===== config.mk =====
export PLATFORM = sky130hd
export DESIGN_NAME = nor_indexed_branch_predictor_top
export DESIGN_NICKNAME = d
export VERILOG_FILES = /design/src/hdl/nibp_pkg.sv /design/src/hdl/nibp_table.sv /design/src/hdl/nor_indexed_branch_predictor_top.sv
export SDC_FILE = /design/constraint.sdc
export NUM_CORES = 1
export LEC_CHECK = 0
export ABC_CLOCK_PERIOD_IN_PS = 7000
export BUFFER_PORTS_ARGS = -buffer_cell sky130_fd_sc_hd__buf_2
export CORE_ASPECT_RATIO = 1.2
export CORE_MARGIN = 2
export CORE_UTILIZATION = 52
export DETAILED_ROUTE_END_ITERATION = 16
export HOLD_SLACK_MARGIN = 0.05
export PLACE_DENSITY = 0.68
export SLEW_MARGIN = 10
export SYNTH_ARGS = -nofsm -noshare
export SYNTH_HDL_FRONTEND = slang
export SYNTH_SLANG_ARGS = --single-unit
export TNS_END_PERCENT = 30

===== constraint.sdc =====
create_clock -name clk -period 7 [get_ports clk]
set_clock_uncertainty 0.05 [all_clocks]
set_input_delay 1.75 -clock clk [delete_from_list [all_inputs] [get_ports clk]]
set_output_delay 1.75 -clock clk [all_outputs]
set_load 0.01 [all_outputs]

===== src/hdl/nibp_pkg.sv =====
// Package for the NOR-indexed branch predictor: sizes, function codes,
// counter write-port struct and the table index function.
// No dependencies.
`timescale 1ns / 1ps

package nibp_pkg;

	localparam int TABLE_ENTRIES     = 256;
	localparam int COUNTER_BITS      = 2;
	localparam int THREADS           = 4;
	localparam int INSTRUCTION_SHIFT = 2;

	localparam int IDX_W    = $clog2(TABLE_ENTRIES);
	localparam int FUNC_W   = 3;
	localparam int THREAD_W = 2;
	localparam int ADDR_W   = 64;
	localparam int HFIELD_W = 8;

	typedef logic [IDX_W-1:0]        idx_t;
	typedef logic [COUNTER_BITS-1:0] ctr_t;

	typedef enum logic [FUNC_W-1:0] {
		FN_LOOKUP   = 3'd0,
		FN_UPDATE   = 3'd1,
		FN_RESTORE  = 3'd2,
		FN_UNCOND   = 3'd3,
		FN_BTB_MISS = 3'd4
	} func_t;

	typedef struct packed {
		logic en;
		idx_t addr;
		ctr_t data;
	} ctr_wr_t;

	// NOR of low address and history bits; both operands zero maps to entry 1
	function automatic idx_t table_index(input logic [ADDR_W-1:0] addr,
			input logic [HFIELD_W-1:0] hist);
		logic [31:0] a;
		a = addr[INSTRUCTION_SHIFT +: 32];
		if (a == 32'd0 && hist == '0) begin
			return IDX_W'(1);
		end
		return IDX_W'(~(a[HFIELD_W-1:0] | hist));
	endfunction

endpackage


===== src/hdl/nibp_table.sv =====
// Direction counter table: one write and one registered read per cycle,
// valid bits so unwritten entries read as zero, write-to-read bypass.
// Depends on nibp_pkg.
`timescale 1ns / 1ps

module nibp_table (
	input  logic              clk,
	input  logic              arst_n,
	input  nibp_pkg::idx_t    rd_addr,
	input  nibp_pkg::ctr_wr_t wr,
	output nibp_pkg::ctr_t    rd_data
);
	import nibp_pkg::*;

	ctr_t                     mem [TABLE_ENTRIES];
	logic [TABLE_ENTRIES-1:0] valid_q;
	ctr_t                     rd_mem_s1;
	logic                     rd_vld_s1;
	logic                     fwd_s1;
	ctr_t                     fwd_data_s1;

	always_ff @(posedge clk) begin
		if (wr.en) begin
			mem[wr.addr] <= wr.data;
		end
		rd_mem_s1   <= mem[rd_addr];
		fwd_data_s1 <= wr.data;
	end

	always_ff @(posedge clk or negedge arst_n) begin
		if (!arst_n) begin
			valid_q   <= '0;
			rd_vld_s1 <= 1'b0;
			fwd_s1    <= 1'b0;
		end else begin
			if (wr.en) begin
				valid_q[wr.addr] <= 1'b1;
			end
			rd_vld_s1 <= valid_q[rd_addr];
			// same-edge write to the entry being read: take the new word
			fwd_s1    <= wr.en && (wr.addr == rd_addr);
		end
	end

	assign rd_data = fwd_s1 ? fwd_data_s1 : (rd_vld_s1 ? rd_mem_s1 : '0);

endmodule


===== src/hdl/nor_indexed_branch_predictor_top.sv =====
// NOR-indexed branch predictor top: per-thread history, counter table access.
// Timing: a word accepted with start is registered into stage 1 with its
// table read; its results are then registered onto the result ports, with
// done high for one cycle. Throughput: one word per cycle; busy is always
// low. The table read at the accept edge and the stage-1 history update set this rate.
// Reset: histories, valid bits and strobes clear at once; no clearing pass.
// Depends on nibp_pkg and nibp_table.
`timescale 1ns / 1ps

module nor_indexed_branch_predictor_top (
	input  logic                            clk,
	input  logic                            arst_n,
	input  logic                            start,
	output logic                            busy,
	input  logic [nibp_pkg::FUNC_W-1:0]     func,
	input  logic [nibp_pkg::THREAD_W-1:0]   thread,
	input  logic [nibp_pkg::ADDR_W-1:0]     branch_address,
	input  logic                            taken,
	input  logic                            squashed,
	input  logic [nibp_pkg::HFIELD_W-1:0]   saved_history,
	output logic                            done,
	output logic                            prediction,
	output logic [nibp_pkg::HFIELD_W-1:0]   history_snapshot
);
	import nibp_pkg::*;

	idx_t                  history_q [THREADS];
	idx_t                  hist_nx   [THREADS];

	logic                  v_s1;
	func_t                 func_s1;
	logic [THREAD_W-1:0]   thread_s1;
	logic                  taken_s1;
	logic                  squashed_s1;
	logic [HFIELD_W-1:0]   saved_s1;
	idx_t                  idx_s1;

	idx_t                  rd_idx;
	ctr_t                  ctr;
	ctr_wr_t               wr;
	logic                  thread_ok;
	logic                  pred;
	idx_t                  hist_cur;
	idx_t                  hist_new;
	logic                  hist_we;

	logic                  done_q;
	logic                  prediction_q;
	logic [HFIELD_W-1:0]   snapshot_q;

	assign busy = 1'b0;

	nibp_table u_table (
		.clk     (clk),
		.arst_n  (arst_n),
		.rd_addr (rd_idx),
		.wr      (wr),
		.rd_data (ctr)
	);

	assign thread_ok = int'(thread_s1) < THREADS;
	assign pred      = ctr[COUNTER_BITS-1];
	assign hist_cur  = history_q[thread_s1];

	always_comb begin
		hist_new = hist_cur;
		hist_we  = 1'b0;
		if (v_s1 && thread_ok) begin
			case (func_s1)
				FN_LOOKUP: begin
					hist_new = IDX_W'({hist_cur, pred});
					hist_we  = 1'b1;
				end
				FN_UPDATE: begin
					hist_new = IDX_W'({saved_s1, taken_s1});
					hist_we  = squashed_s1;
				end
				FN_RESTORE: begin
					hist_new = IDX_W'(saved_s1);
					hist_we  = 1'b1;
				end
				FN_UNCOND: begin
					hist_new = IDX_W'({hist_cur, 1'b1});
					hist_we  = 1'b1;
				end
				FN_BTB_MISS: begin
					hist_new = hist_cur & ~IDX_W'(1);
					hist_we  = 1'b1;
				end
				default: begin
					hist_we = 1'b0;
				end
			endcase
		end
	end

	always_comb begin
		hist_nx = history_q;
		if (hist_we) begin
			hist_nx[thread_s1] = hist_new;
		end
	end

	// lookup indexes with the history as the word in flight leaves it
	always_comb begin
		if (func == FN_LOOKUP) begin
			rd_idx = table_index(branch_address, HFIELD_W'(hist_nx[thread]));
		end else begin
			rd_idx = table_index(branch_address, saved_history);
		end
	end

	always_comb begin
		wr.en   = v_s1 && thread_ok && (func_s1 == FN_UPDATE) && !squashed_s1;
		wr.addr = idx_s1;
		wr.data = ctr;
		if (taken_s1) begin
			if (ctr != '1) begin
				wr.data = ctr + COUNTER_BITS'(1);
			end
		end else begin
			if (ctr != '0) begin
				wr.data = ctr - COUNTER_BITS'(1);
			end
		end
	end

	always_ff @(posedge clk) begin
		func_s1     <= func_t'(func);
		thread_s1   <= thread;
		taken_s1    <= taken;
		squashed_s1 <= squashed;
		saved_s1    <= saved_history;
		idx_s1      <= rd_idx;
		if (thread_ok && func_s1 == FN_LOOKUP) begin
			prediction_q <= pred;
			snapshot_q   <= HFIELD_W'(hist_cur);
		end else if (thread_ok && func_s1 == FN_UNCOND) begin
			prediction_q <= 1'b0;
			snapshot_q   <= HFIELD_W'(hist_cur);
		end else begin
			prediction_q <= 1'b0;
			snapshot_q   <= '0;
		end
	end

	always_ff @(posedge clk or negedge arst_n) begin
		if (!arst_n) begin
			v_s1   <= 1'b0;
			done_q <= 1'b0;
			for (int i = 0; i < THREADS; i++) begin
				history_q[i] <= '0;
			end
		end else begin
			v_s1      <= start && !busy;
			done_q    <= v_s1;
			history_q <= hist_nx;
		end
	end

	assign done             = done_q;
	assign prediction       = prediction_q;
	assign history_snapshot = snapshot_q;

endmodule

# Word-level counts from Yosys, hierarchy flattened
# Memory sizes are Yosys's and may differ from the RTL's. A register that Yosys moved wholly into a read port is not among the register bits.
# Cells that the tools add are included.
dict set report totals {
  in_bits 82
  ramBits 512
  memories 1
  out_inout_bits 11
  wordCells 91
  register_bits 326
}
# memory words word_bits rd rd_ports_with_merged_regs wr line_no
set memory_table {}
lappend memory_table {u_table.mem 256 2 1 1 1 nibp_table.sv:15} ;# ctr_t mem [TABLE_ENTRIES];
dict set report op_classes {
  reduce_logical 15
  bitwise 7
  eq_ne 6
  muxes 36
  add_sub_neg 2
  magnitude_cmp 6
}
# operator count
set ops {}
lappend ops {{$or 256x256->256} 1}
lappend ops {{$mux 8} 13}
lappend ops {{$pmux 8 s5} 1}
lappend ops {{$bmux 8 s2} 2}
lappend ops {{$bwmux 32} 1}
lappend ops {{$logic_not 32->1} 1}
lappend ops {{$mux 32} 1}
lappend ops {{$lt 8x9->1 const B} 2}
lappend ops {{$demux 8 s2} 1}
lappend ops {{$logic_not 8->1} 2}
lappend ops {{$not 8->8} 2}
lappend ops {{$or 8x8->8} 2}
lappend ops {{$mux 2} 5}
lappend ops {{$mux 1} 9}
lappend ops {{$bmux 1 s8} 1}
lappend ops {{$demux 1 s8} 1}
lappend ops {{$eq 8x8->1} 1}
lappend ops {{$ge 8x1->1 const B} 1}
lappend ops {{$logic_and 1x1->1} 7}
lappend ops {{$eq 3x2->1 const B} 2}
lappend ops {{$ge 3x3->1 const B} 2}
lappend ops {{$logic_not 3->1} 2}
lappend ops {{$not 2->3} 2}
lappend ops {{$reduce_or 4->1} 1}
lappend ops {{9 further kinds} 9}

# Logic depth before layout (Yosys ltp)
# Gate-level depths: netlist (run 1).
dict set report depth {
  ltp_word 19
  depth_mapped 22
  mapped_depth_nobuf 15
}

# Hierarchy
# Synthesis (run 1) repeated with hierarchy kept, for this count alone.
dict set report hier_totals {
  hier_cells 2228
  hier_area_um2 34613.2
}
# module seq_area_each_um2 cells_each n_inst area_each_um2
set modules_own_cells {}
lappend modules_own_cells {nibp_table 21911.0 1896 1 31382.6}
lappend modules_own_cells {nor_indexed_branch_predictor_top 1491.4 332 1 3230.6}

# Least setup slack after synthesis (run 1)
# Ideal clock, no wire load.
dict set report synth_path {
  kind {input to register}
  from {input branch_address[18] in the netlist's numbering}
  to {register u_table.rd_vld_s1}
  path_buffers 2
  required_ps 6819
  slack_ps 1605
  path_stages 14
  setup_time_ps 131
  arrival_ps 5214
  path_cell_list {nor4_1 > nand2_1 > or4_1 > o21ai_1 > or2_2 > o21ai_0 > o311ai_2 > clkbuf_1 > buf_2 > mux4_2 > a211oi_1 > nand3_1 > a311o_1 > or3_1}
}
dict set report synth_via {
  elab_chain_cells 8
  word_cells_on_any_way 12
  classes_between {mux (9); reduce/logical (3)}
}
# item line_no
set synth_rtl {}
lappend synth_rtl {{from (decl)} nor_indexed_branch_predictor_top.sv:17} ;# input logic [nibp_pkg::ADDR_W-1:0] branch_address,
lappend synth_rtl {{$logic_not 32->1 (*)} nibp_pkg.sv:41} ;# if (a == 32'd0 && hist == '0) begin
lappend synth_rtl {{$logic_and 1x1->1} nibp_pkg.sv:41}
lappend synth_rtl {{$mux 1} nibp_pkg.sv:41}
lappend synth_rtl {{$mux 1} nor_indexed_branch_predictor_top.sv:106} ;# if (func == FN_LOOKUP) begin
lappend synth_rtl {{$mux 8} nibp_pkg.sv:44} ;# return IDX_W'(~(a[HFIELD_W-1:0] | hist));
lappend synth_rtl {{$mux 8 (*)} nor_indexed_branch_predictor_top.sv:106}
lappend synth_rtl {{$bmux 1 s8 (*)} nibp_table.sv:39} ;# rd_vld_s1 <= valid_q[rd_addr];
lappend synth_rtl {{$mux 1 (implied by the code) (*)} nibp_table.sv:39}
lappend synth_rtl {{to (signal assigned)} nibp_table.sv:39}
lappend synth_rtl {{to (decl)} nibp_table.sv:18} ;# logic rd_vld_s1;
# Mark *: on every way between the ends. The rest lies on a longest branch, timed or not. The select of a mux whose other input is x is not followed.
# A chain may end at the register's enable or synchronous reset.

# Worst setup path in the final report (run 1)
dict set report layout_path {
  from {register thread_s1[1]}
  to {register u_table.rd_mem_s1[1], read port of u_table.mem}
}
dict set report layout_via {
  elab_chain_cells 17
  word_cells_on_any_way 24
  classes_between {order compare (2); mux (16); bitwise (3); reduce/logical (3)}
}
# item line_no
set layout_rtl {}
lappend layout_rtl {{from (decl)} nor_indexed_branch_predictor_top.sv:32} ;# logic [THREAD_W-1:0] thread_s1;
lappend layout_rtl {{from (signal assigned)} nor_indexed_branch_predictor_top.sv:130} ;# thread_s1 <= thread;
lappend layout_rtl {{$not 2->3 (implied by the code) (*)} {nor_indexed_branch_predictor_top.sv:63, nor_indexed_branch_predictor_top.sv:100}}
lappend layout_rtl {{$bmux 8 s2} nor_indexed_branch_predictor_top.sv:63} ;# assign hist_cur = history_q[thread_s1];
lappend layout_rtl {{$mux 8 (implied by the code) (2 in series)} nor_indexed_branch_predictor_top.sv:63}
lappend layout_rtl {{$pmux 8 s5} nor_indexed_branch_predictor_top.sv:69} ;# case (func_s1)
lappend layout_rtl {{$mux 8} nor_indexed_branch_predictor_top.sv:68} ;# if (v_s1 && thread_ok) begin
lappend layout_rtl {{$bwmux 32 (*)} nor_indexed_branch_predictor_top.sv:100} ;# hist_nx[thread_s1] = hist_new;
lappend layout_rtl {{$mux 32 (*)} nor_indexed_branch_predictor_top.sv:99} ;# if (hist_we) begin
lappend layout_rtl {{$bmux 8 s2 (*)} nor_indexed_branch_predictor_top.sv:107} ;# rd_idx = table_index(branch_address, HFIELD_W'(hist_nx[thread]));
lappend layout_rtl {{$mux 8 (implied by the code) (*) (2 in series)} nor_indexed_branch_predictor_top.sv:107}
lappend layout_rtl {{$logic_not 8->1} nibp_pkg.sv:41}
lappend layout_rtl {{$logic_and 1x1->1} nibp_pkg.sv:41}
lappend layout_rtl {{$mux 1} nibp_pkg.sv:41}
lappend layout_rtl {{$mux 1} nor_indexed_branch_predictor_top.sv:106}
lappend layout_rtl {{$mux 8 (*)} nibp_pkg.sv:44}
lappend layout_rtl {{$mux 8 (*)} nor_indexed_branch_predictor_top.sv:106}
lappend layout_rtl {{to (decl)} nibp_table.sv:17} ;# ctr_t rd_mem_s1;
# Marks and branches as above.

==> results of run 1 <==
-- power by group --
part	switching [uW]	internal [uW]	total, uW	leakage [uW]
Sequential	85.1	5510	5600	0.00894
Combinational	837	357	1190	0.00586
Clock	1890	2490	4380	0.00132
Total	2810	8360	11200	0.0161
-- worst max-delay path, stage by stage, from the launching register on --
cell	delay [ns]
dfxtp_1	0.93
buf_4	0.31
mux4_2	0.35
and3_1	0.21
nor4_2	0.69
nand4_1	0.21
a211oi_2	0.29
nor3_2	0.14
nor4_4	0.33
o21a_4	0.20
clkinv_2	0.25
buf_12	0.27
buf_4	0.21
mux4_2	0.31
a2111oi_1	0.79
buf_4	0.22
nor3_1	0.07
or3_1	0.35
-- layer usage --
layer / vias to the layer above / wire length [um]
met5: - / 8
met4: 2 / 4680
met3: 267 / 7430
met2: 1144 / 48800
met1: 12700 / 39300
li1: 11300 / -
-- cell type report --
| class | instances | area share, % |
|---|---|---|
| multi-input cells | 2109 | 29.1 |
| inverters | 12 | 0.137 |
| clock inverters | 33 | 0.777 |
| repair buffers | 161 | 3.27 |
| flip-flops and latches | 840 | 58.1 |
| clock buffers | 120 | 5.83 |
| well taps | 909 | 2.82 |
-- per-stage QoR --
stage | instance area (um^2) | hold WS, ns
finish | 40300 | 0.412
global route | 40300 | 0.422
CTS | 40300 | 0.413
detailed placement | 37600 | 0.397
global placement | 37600 | 0.395
floorplan | 36000 | 0.299
-- kinds of logic (layout without fill, tap and decap cells) --
group                    count (synthesis)  after routing
AO/OA/AOI/OAI                          406            406
XOR/XNOR                                10             10
adder cells (fa/ha/maj)                  2              2
buffers and inverters                  211            326
flip-flops                             840            840
multiplexers                            94             94
other                                    1              1
AND/OR/NAND/NOR                       1596           1596
-- worst paths after layout --
path	startpoint	to	slack (ns)	depth (start not counted)
setup reg to reg	thread_s1[1]	u_table.rd_mem_s1[1]	0.65	17
setup / recovery	thread_s1[1]	u_table.rd_mem_s1[1]	0.65	17
min in group asynchronous	arst_n	done	1.02	1
max in group asynchronous	arst_n	u_table.valid_q[145]	4.56	2
hold / removal	u_table.valid_q[50]	u_table.valid_q[50]	0.41	1
hold reg to reg	u_table.valid_q[50]	u_table.valid_q[50]	0.41	1
-- sequential cells by signal, summed over array words and instances (netlist names) --
name	cells
u_table.mem	512
u_table.valid_q	256
history_q	32
history_snapshot	8
idx_s1	8
saved_s1	8
func_s1	3
thread_s1	2
u_table.fwd_data_s1	2
u_table.rd_mem_s1	2
done	1
prediction	1
squashed_s1	1
taken_s1	1
u_table.fwd_s1	1
u_table.rd_vld_s1	1
v_s1	1
-- cells in the final DEF, fill, tap and decap left out, types with 8 or more instances in the layout --
cell type	count
and2_1	12
o211ai_1	23
and3_1	112
nand2_1	618
mux2i_1	53
nor3_1	33
mux2_2	10
nand3b_1	11
mux4_2	31
dfxtp_1	36
clkbuf_1	25
clkbuf_8	11
nand3_1	76
o22ai_1	8
a21oi_1	89
a311oi_1	54
xnor2_1	8
or2_2	261
a22oi_1	9
nor4_1	17
buf_2	58
a211oi_1	22
nand4_1	10
dfrtp_1	292
nor2_1	402
clkbuf_16	84
edfxtp_1	512
a31oi_1	56
nor2b_1	15
clkinv_2	19
buf_12	18
buf_4	83
o221ai_1	8
o21ai_0	66
==> flow_summary.toml, run 1 <==
[status]
status = "finished, final reports clean"

[place]
placed_cells = 4030
dp_worst_setup_slack_ns = 0.448
gp_congestion = 0.933
port_buffers = 59
dp_hpwl_um = 62200

[detailed_routing]
first_pass_iters = 6
via_per_inst = 6.07
drc = 0
dr.first_iter.drc_count = 2805
num_vias = 25400
routedWlPerCell_um = 23.9
wl_um = 100000
drtAntennaViolNets = 0

[grt]
gr-total-overflow = 0
grt_use_met2_pct = 46.3
met3_usage_pct = 4.04
antenna_found_initial = 1
top_usage_layer = "met2"
grt_max_degree = 167
grt_usage_pct = 28.1
grt_util_met1_pct = 36.9
grt_pass1_wl_um = 153000
grt_pass1_vias = 25500

[pwr]
peakVddDrop_v = 0.000191
power_density_nw_per_um2 = 277
leakage_uw = 0.0161
fin_total_pwr_uw = 11200

[yosys]
postSynth.asyncResetShare_pct = 34.8
synthTopCellsByCount = "nand2_1, edfxtp_1, nor2_1"
avgSynthCellArea_um2 = 11.4
ys_ff_latch = 840
synth_warnings = 0
yosysTopAreaCellShare_pct = 42.7
synth.area.mux_share_pct = 3.73
yosys.area.top_type = "edfxtp_1"
yosysSeqAreaShare_pct = 65.0
synth-simple-area-share_pct = 20.4
synth_area_um2 = 36000
ys_types = 77
synth-xor-area-share_pct = 0.243
synth_top_family_by_area = "simple AND/OR/NAND/NOR gates"
synth_fa_ha_area_share_pct = 0.0556
yosysMostFrequentCell = "nand2_1"
ys.flop_type = "edfxtp_1"
yosys-top-cells-area = "edfxtp_1, dfrtp_1, nand2_1"
synth_cells = 3160
syn_nets = 3242
synth-edff-count = 512
synth_compound_area_share_pct = 7.91

[clock_network]
cts_setup_buffers = 0
cts_root_buf = "clkbuf_16"
worstSkewPairLatency_ns = 0.64
cts_sinks = 840
clk_pin_slew_ns = 0.06
cts_resized = 0
cts_buffer_depth = 3
holdBufCountCts = 0
h-tree-depth = 3
cts_tree = "done"
cts_buffers = 82

[floorplanning]
die_width_um = 244
io_pins = 93
rows = 105
start_util_pct = 52.6
die_y_um = 292
core_area_um2 = 68400
dieArea_um2 = 71300

[timing]
setup_viol = 0
period_share_pct = 90.7
finalCriticalPeriod_ns = 6.35
layout_setup_ws_ns = 0.651
setup_tns_ns = 0
hold_viol = 0
max_freq_mhz = 158
worstMarginPinSlew_ns = 1.09
slew_violations = 0
max_slew_margin_pct = 26.8
rsz0062_at_grt = "false"

[hold_path]
hold_class = "reg2reg"

[layout]
nets = 3288
multiInputGateArea_um2 = 11700
fin_cells = 4184
fill_cells = 5488
antenna_cells = 0
drive_above_1_share_pct = 18.9
ff_latch_area_um2 = 23400
post-route-util_pct = 58.9
syn_to_final_growth_pct = 11.9

[worst_setup_path]
path_max_fanout = 18
path_class = "reg2reg"
cp-start-kind = "flip-flop"
crit_required_ns = 7.48
worstPathArrival_ns = 6.82
critPathCaptureType = "flip-flop"

[job]
maxCapViolCount = 0
(Power assumes the default switching activity.)
==> run 2: changes to the inputs <==
--- a/config.mk
+++ b/config.mk
@@ -7,12 +7,15 @@
 export LEC_CHECK = 0
 export ABC_CLOCK_PERIOD_IN_PS = 7000
 export BUFFER_PORTS_ARGS = -buffer_cell sky130_fd_sc_hd__buf_2
+export CELL_PAD_IN_SITES_DETAIL_PLACEMENT = 1
+export CELL_PAD_IN_SITES_GLOBAL_PLACEMENT = 1
 export CORE_ASPECT_RATIO = 1.2
 export CORE_MARGIN = 2
-export CORE_UTILIZATION = 52
+export CORE_UTILIZATION = 51
 export DETAILED_ROUTE_END_ITERATION = 16
 export HOLD_SLACK_MARGIN = 0.05
-export PLACE_DENSITY = 0.68
+export PLACE_DENSITY_LB_ADDON = 0.1
+export RECOVER_POWER = 25
 export SLEW_MARGIN = 10
 export SYNTH_ARGS = -nofsm -noshare
 export SYNTH_HDL_FRONTEND = slang
==> flow_summary.toml, run 2 (synthesized netlist as in run 1, its figures left out) <==
[status]
status = "finished, violations left"
failed_checks = "capacitance limit, slew limit"

[clock_network]
holdBufCountCts = 0
cts_buffers = 84
cts_tree = "done"
cts_resized = 0
clk_pin_slew_ns = 0.06
cts_sinks = 840
h-tree-depth = 3
cts_root_buf = "clkbuf_16"
cts_setup_buffers = 0
worstSkewPairLatency_ns = 0.64
cts_buffer_depth = 3

[timing]
worstMarginPinSlew_ns = 4.41
layout_setup_ws_ns = 0.581
max_freq_mhz = 156
setup_tns_ns = 0
slew_violations = 233
max_slew_margin_pct = -194
holdWs_ns = 0.413
period_share_pct = 91.7
finalCriticalPeriod_ns = 6.42
hold_viol = 0
rsz0062_at_grt = "false"
setup_viol = 0

[layout]
regMostFlops = "u_table.mem"
drive_above_1_share_pct = 18.1
nets = 3266
largest_registers = "u_table.mem: 512 flops, u_table.valid_q: 256 flops, history_q: 32 flops"
syn_to_final_growth_pct = 11.2
largest_register_ffs = 512
antenna_cells = 0
layout.cells.most_common = "nand2_1"
final_cell_mix = "nand2_1, edfxtp_1, nor2_1, dfrtp_1, or2_2"

[worst_setup_path]
setup.worst_path.end = "u_table.rd_mem_s1[1]"
r2r-start = "thread_s1[1]"
worstPathArrival_ns = 6.90
rr_endpoint = "u_table.rd_mem_s1[1]"
cp-start-kind = "flip-flop"
path_class = "reg2reg"
reg2reg_depth = 18
critPathCaptureType = "flip-flop"
path_max_fanout = 15
crit_required_ns = 7.48
startpoint = "thread_s1[1]"
reg2reg_slack_ns = 0.58

[place]
gp_congestion = 0.990
dp_hpwl_um = 68700
port_buffers = 59
dp_worst_setup_slack_ns = 0.394

[floorplanning]
die_y_um = 295
dieArea_um2 = 72700
rows = 106
start_util_pct = 51.6
io_pins = 93
die_width_um = 246
core_area_um2 = 69800

[grt]
grt_pass1_vias = 27500
antenna_found_initial = 0
grt_pass1_wl_um = 172000
grt_max_degree = 210
grt_usage_pct = 31.6
gr-total-overflow = 0

[detailed_routing]
dr.first_iter.drc_count = 2170
drc = 0
routedWlPerCell_um = 27.2
drtAntennaViolNets = 0
num_vias = 25900
first_pass_iters = 5
via_per_inst = 6.21
wl_um = 113000

[pwr]
leakage_uw = 0.0159
peakVddDrop_v = 0.000238
pwr-share-comb_pct = 10.8
switching_share_pct = 26.0
power_density_nw_per_um2 = 281
clkPwrFrac_pct = 39.4
pwr-share-seq_pct = 49.8
intPower_uw = 8330
p_sw_uw = 2930

[job]
maxCapViolCount = 4

[hold_path]
hold_class = "reg2reg"
[run 2: critical path, cell delays in order (launching register included)]
cell       delay, ns
dfxtp_1         0.86
buf_4           0.31
buf_4           0.24
nor2_1          0.08
o211ai_1        0.09
clkbuf_1        0.65
o21ai_0         0.34
a211oi_1        0.34
a22oi_2         0.19
nor4_4          0.53
o21a_4          0.23
clkinv_2        0.09
nand2_1         0.41
buf_4           0.24
o221ai_1        0.14
mux2i_1         0.61
a2111oi_0       0.22
a221o_1         0.29
or3_1           0.37
[run 2: power by group through the flow]
| stage | registers (uW) | logic (uW) | clock network [uW] |
|---|---|---|---|
| finish | 5610 | 1210 | 4440 |
| global route | 5620 | 1300 | 4670 |
| CTS | 5600 | 1210 | 4480 |
| detailed placement | 5700 | 1210 | 0 |
| global placement | 5690 | 1170 | 0 |
| floorplan | 5710 | 689 | 0 |
[run 2: area by class of cell]
| class | instances | area (um^2) |
|---|---|---|
| fillers | 7231 | 29700 |
| clock inverters | 32 | 223 |
| well taps | 918 | 1150 |
| inverters | 12 | 55.1 |
| clock buffers | 124 | 2450 |
| flip-flops and latches | 840 | 23400 |
| repair buffers | 137 | 1030 |
| multi-input cells | 2109 | 11700 |
[run 2: how the worst min path moves through the flow]
| stage | startpoint | to | cells past startpoint |
|---|---|---|---|
| 2_1_floorplan | v_s1 | done | 0 |
| 3_3_place_gp | u_table.valid_q[147] | u_table.valid_q[147] | 1 |
| 3_5_place_dp | u_table.valid_q[50] | u_table.valid_q[50] | 1 |
| 4_1_cts | u_table.valid_q[50] | u_table.valid_q[50] | 1 |
| 5_1_grt | u_table.valid_q[243] | u_table.valid_q[243] | 1 |
| 6_report | u_table.valid_q[176] | u_table.valid_q[176] | 1 |
[run 2: stage by stage]
stage,power (uW),instance area (um^2),cells,util [%]
2_1_floorplan,6400,36000,3160,-
3_3_place_gp,6870,37400,4016,53.6
3_5_place_dp,6910,37400,4016,53.6
4_1_cts,11300,40100,4172,57.5
5_1_grt,11600,40000,4172,57.4
6_report,11300,40000,4172,57.4
[run 2: per-layer routing]
metal / global-route usage [%] / part of all wire, % / vias to the layer above / wire length [um]
met3: 4.65 / 6.0 / 263 / 6790
met2: 53.2 / 49 / 922 / 56000
met4: 13.3 / 4.2 / 0 / 4780
met5: 0 / 0 / - / 0
li1: - / - / 11200 / -
met1: 41.0 / 40 / 13500 / 45800
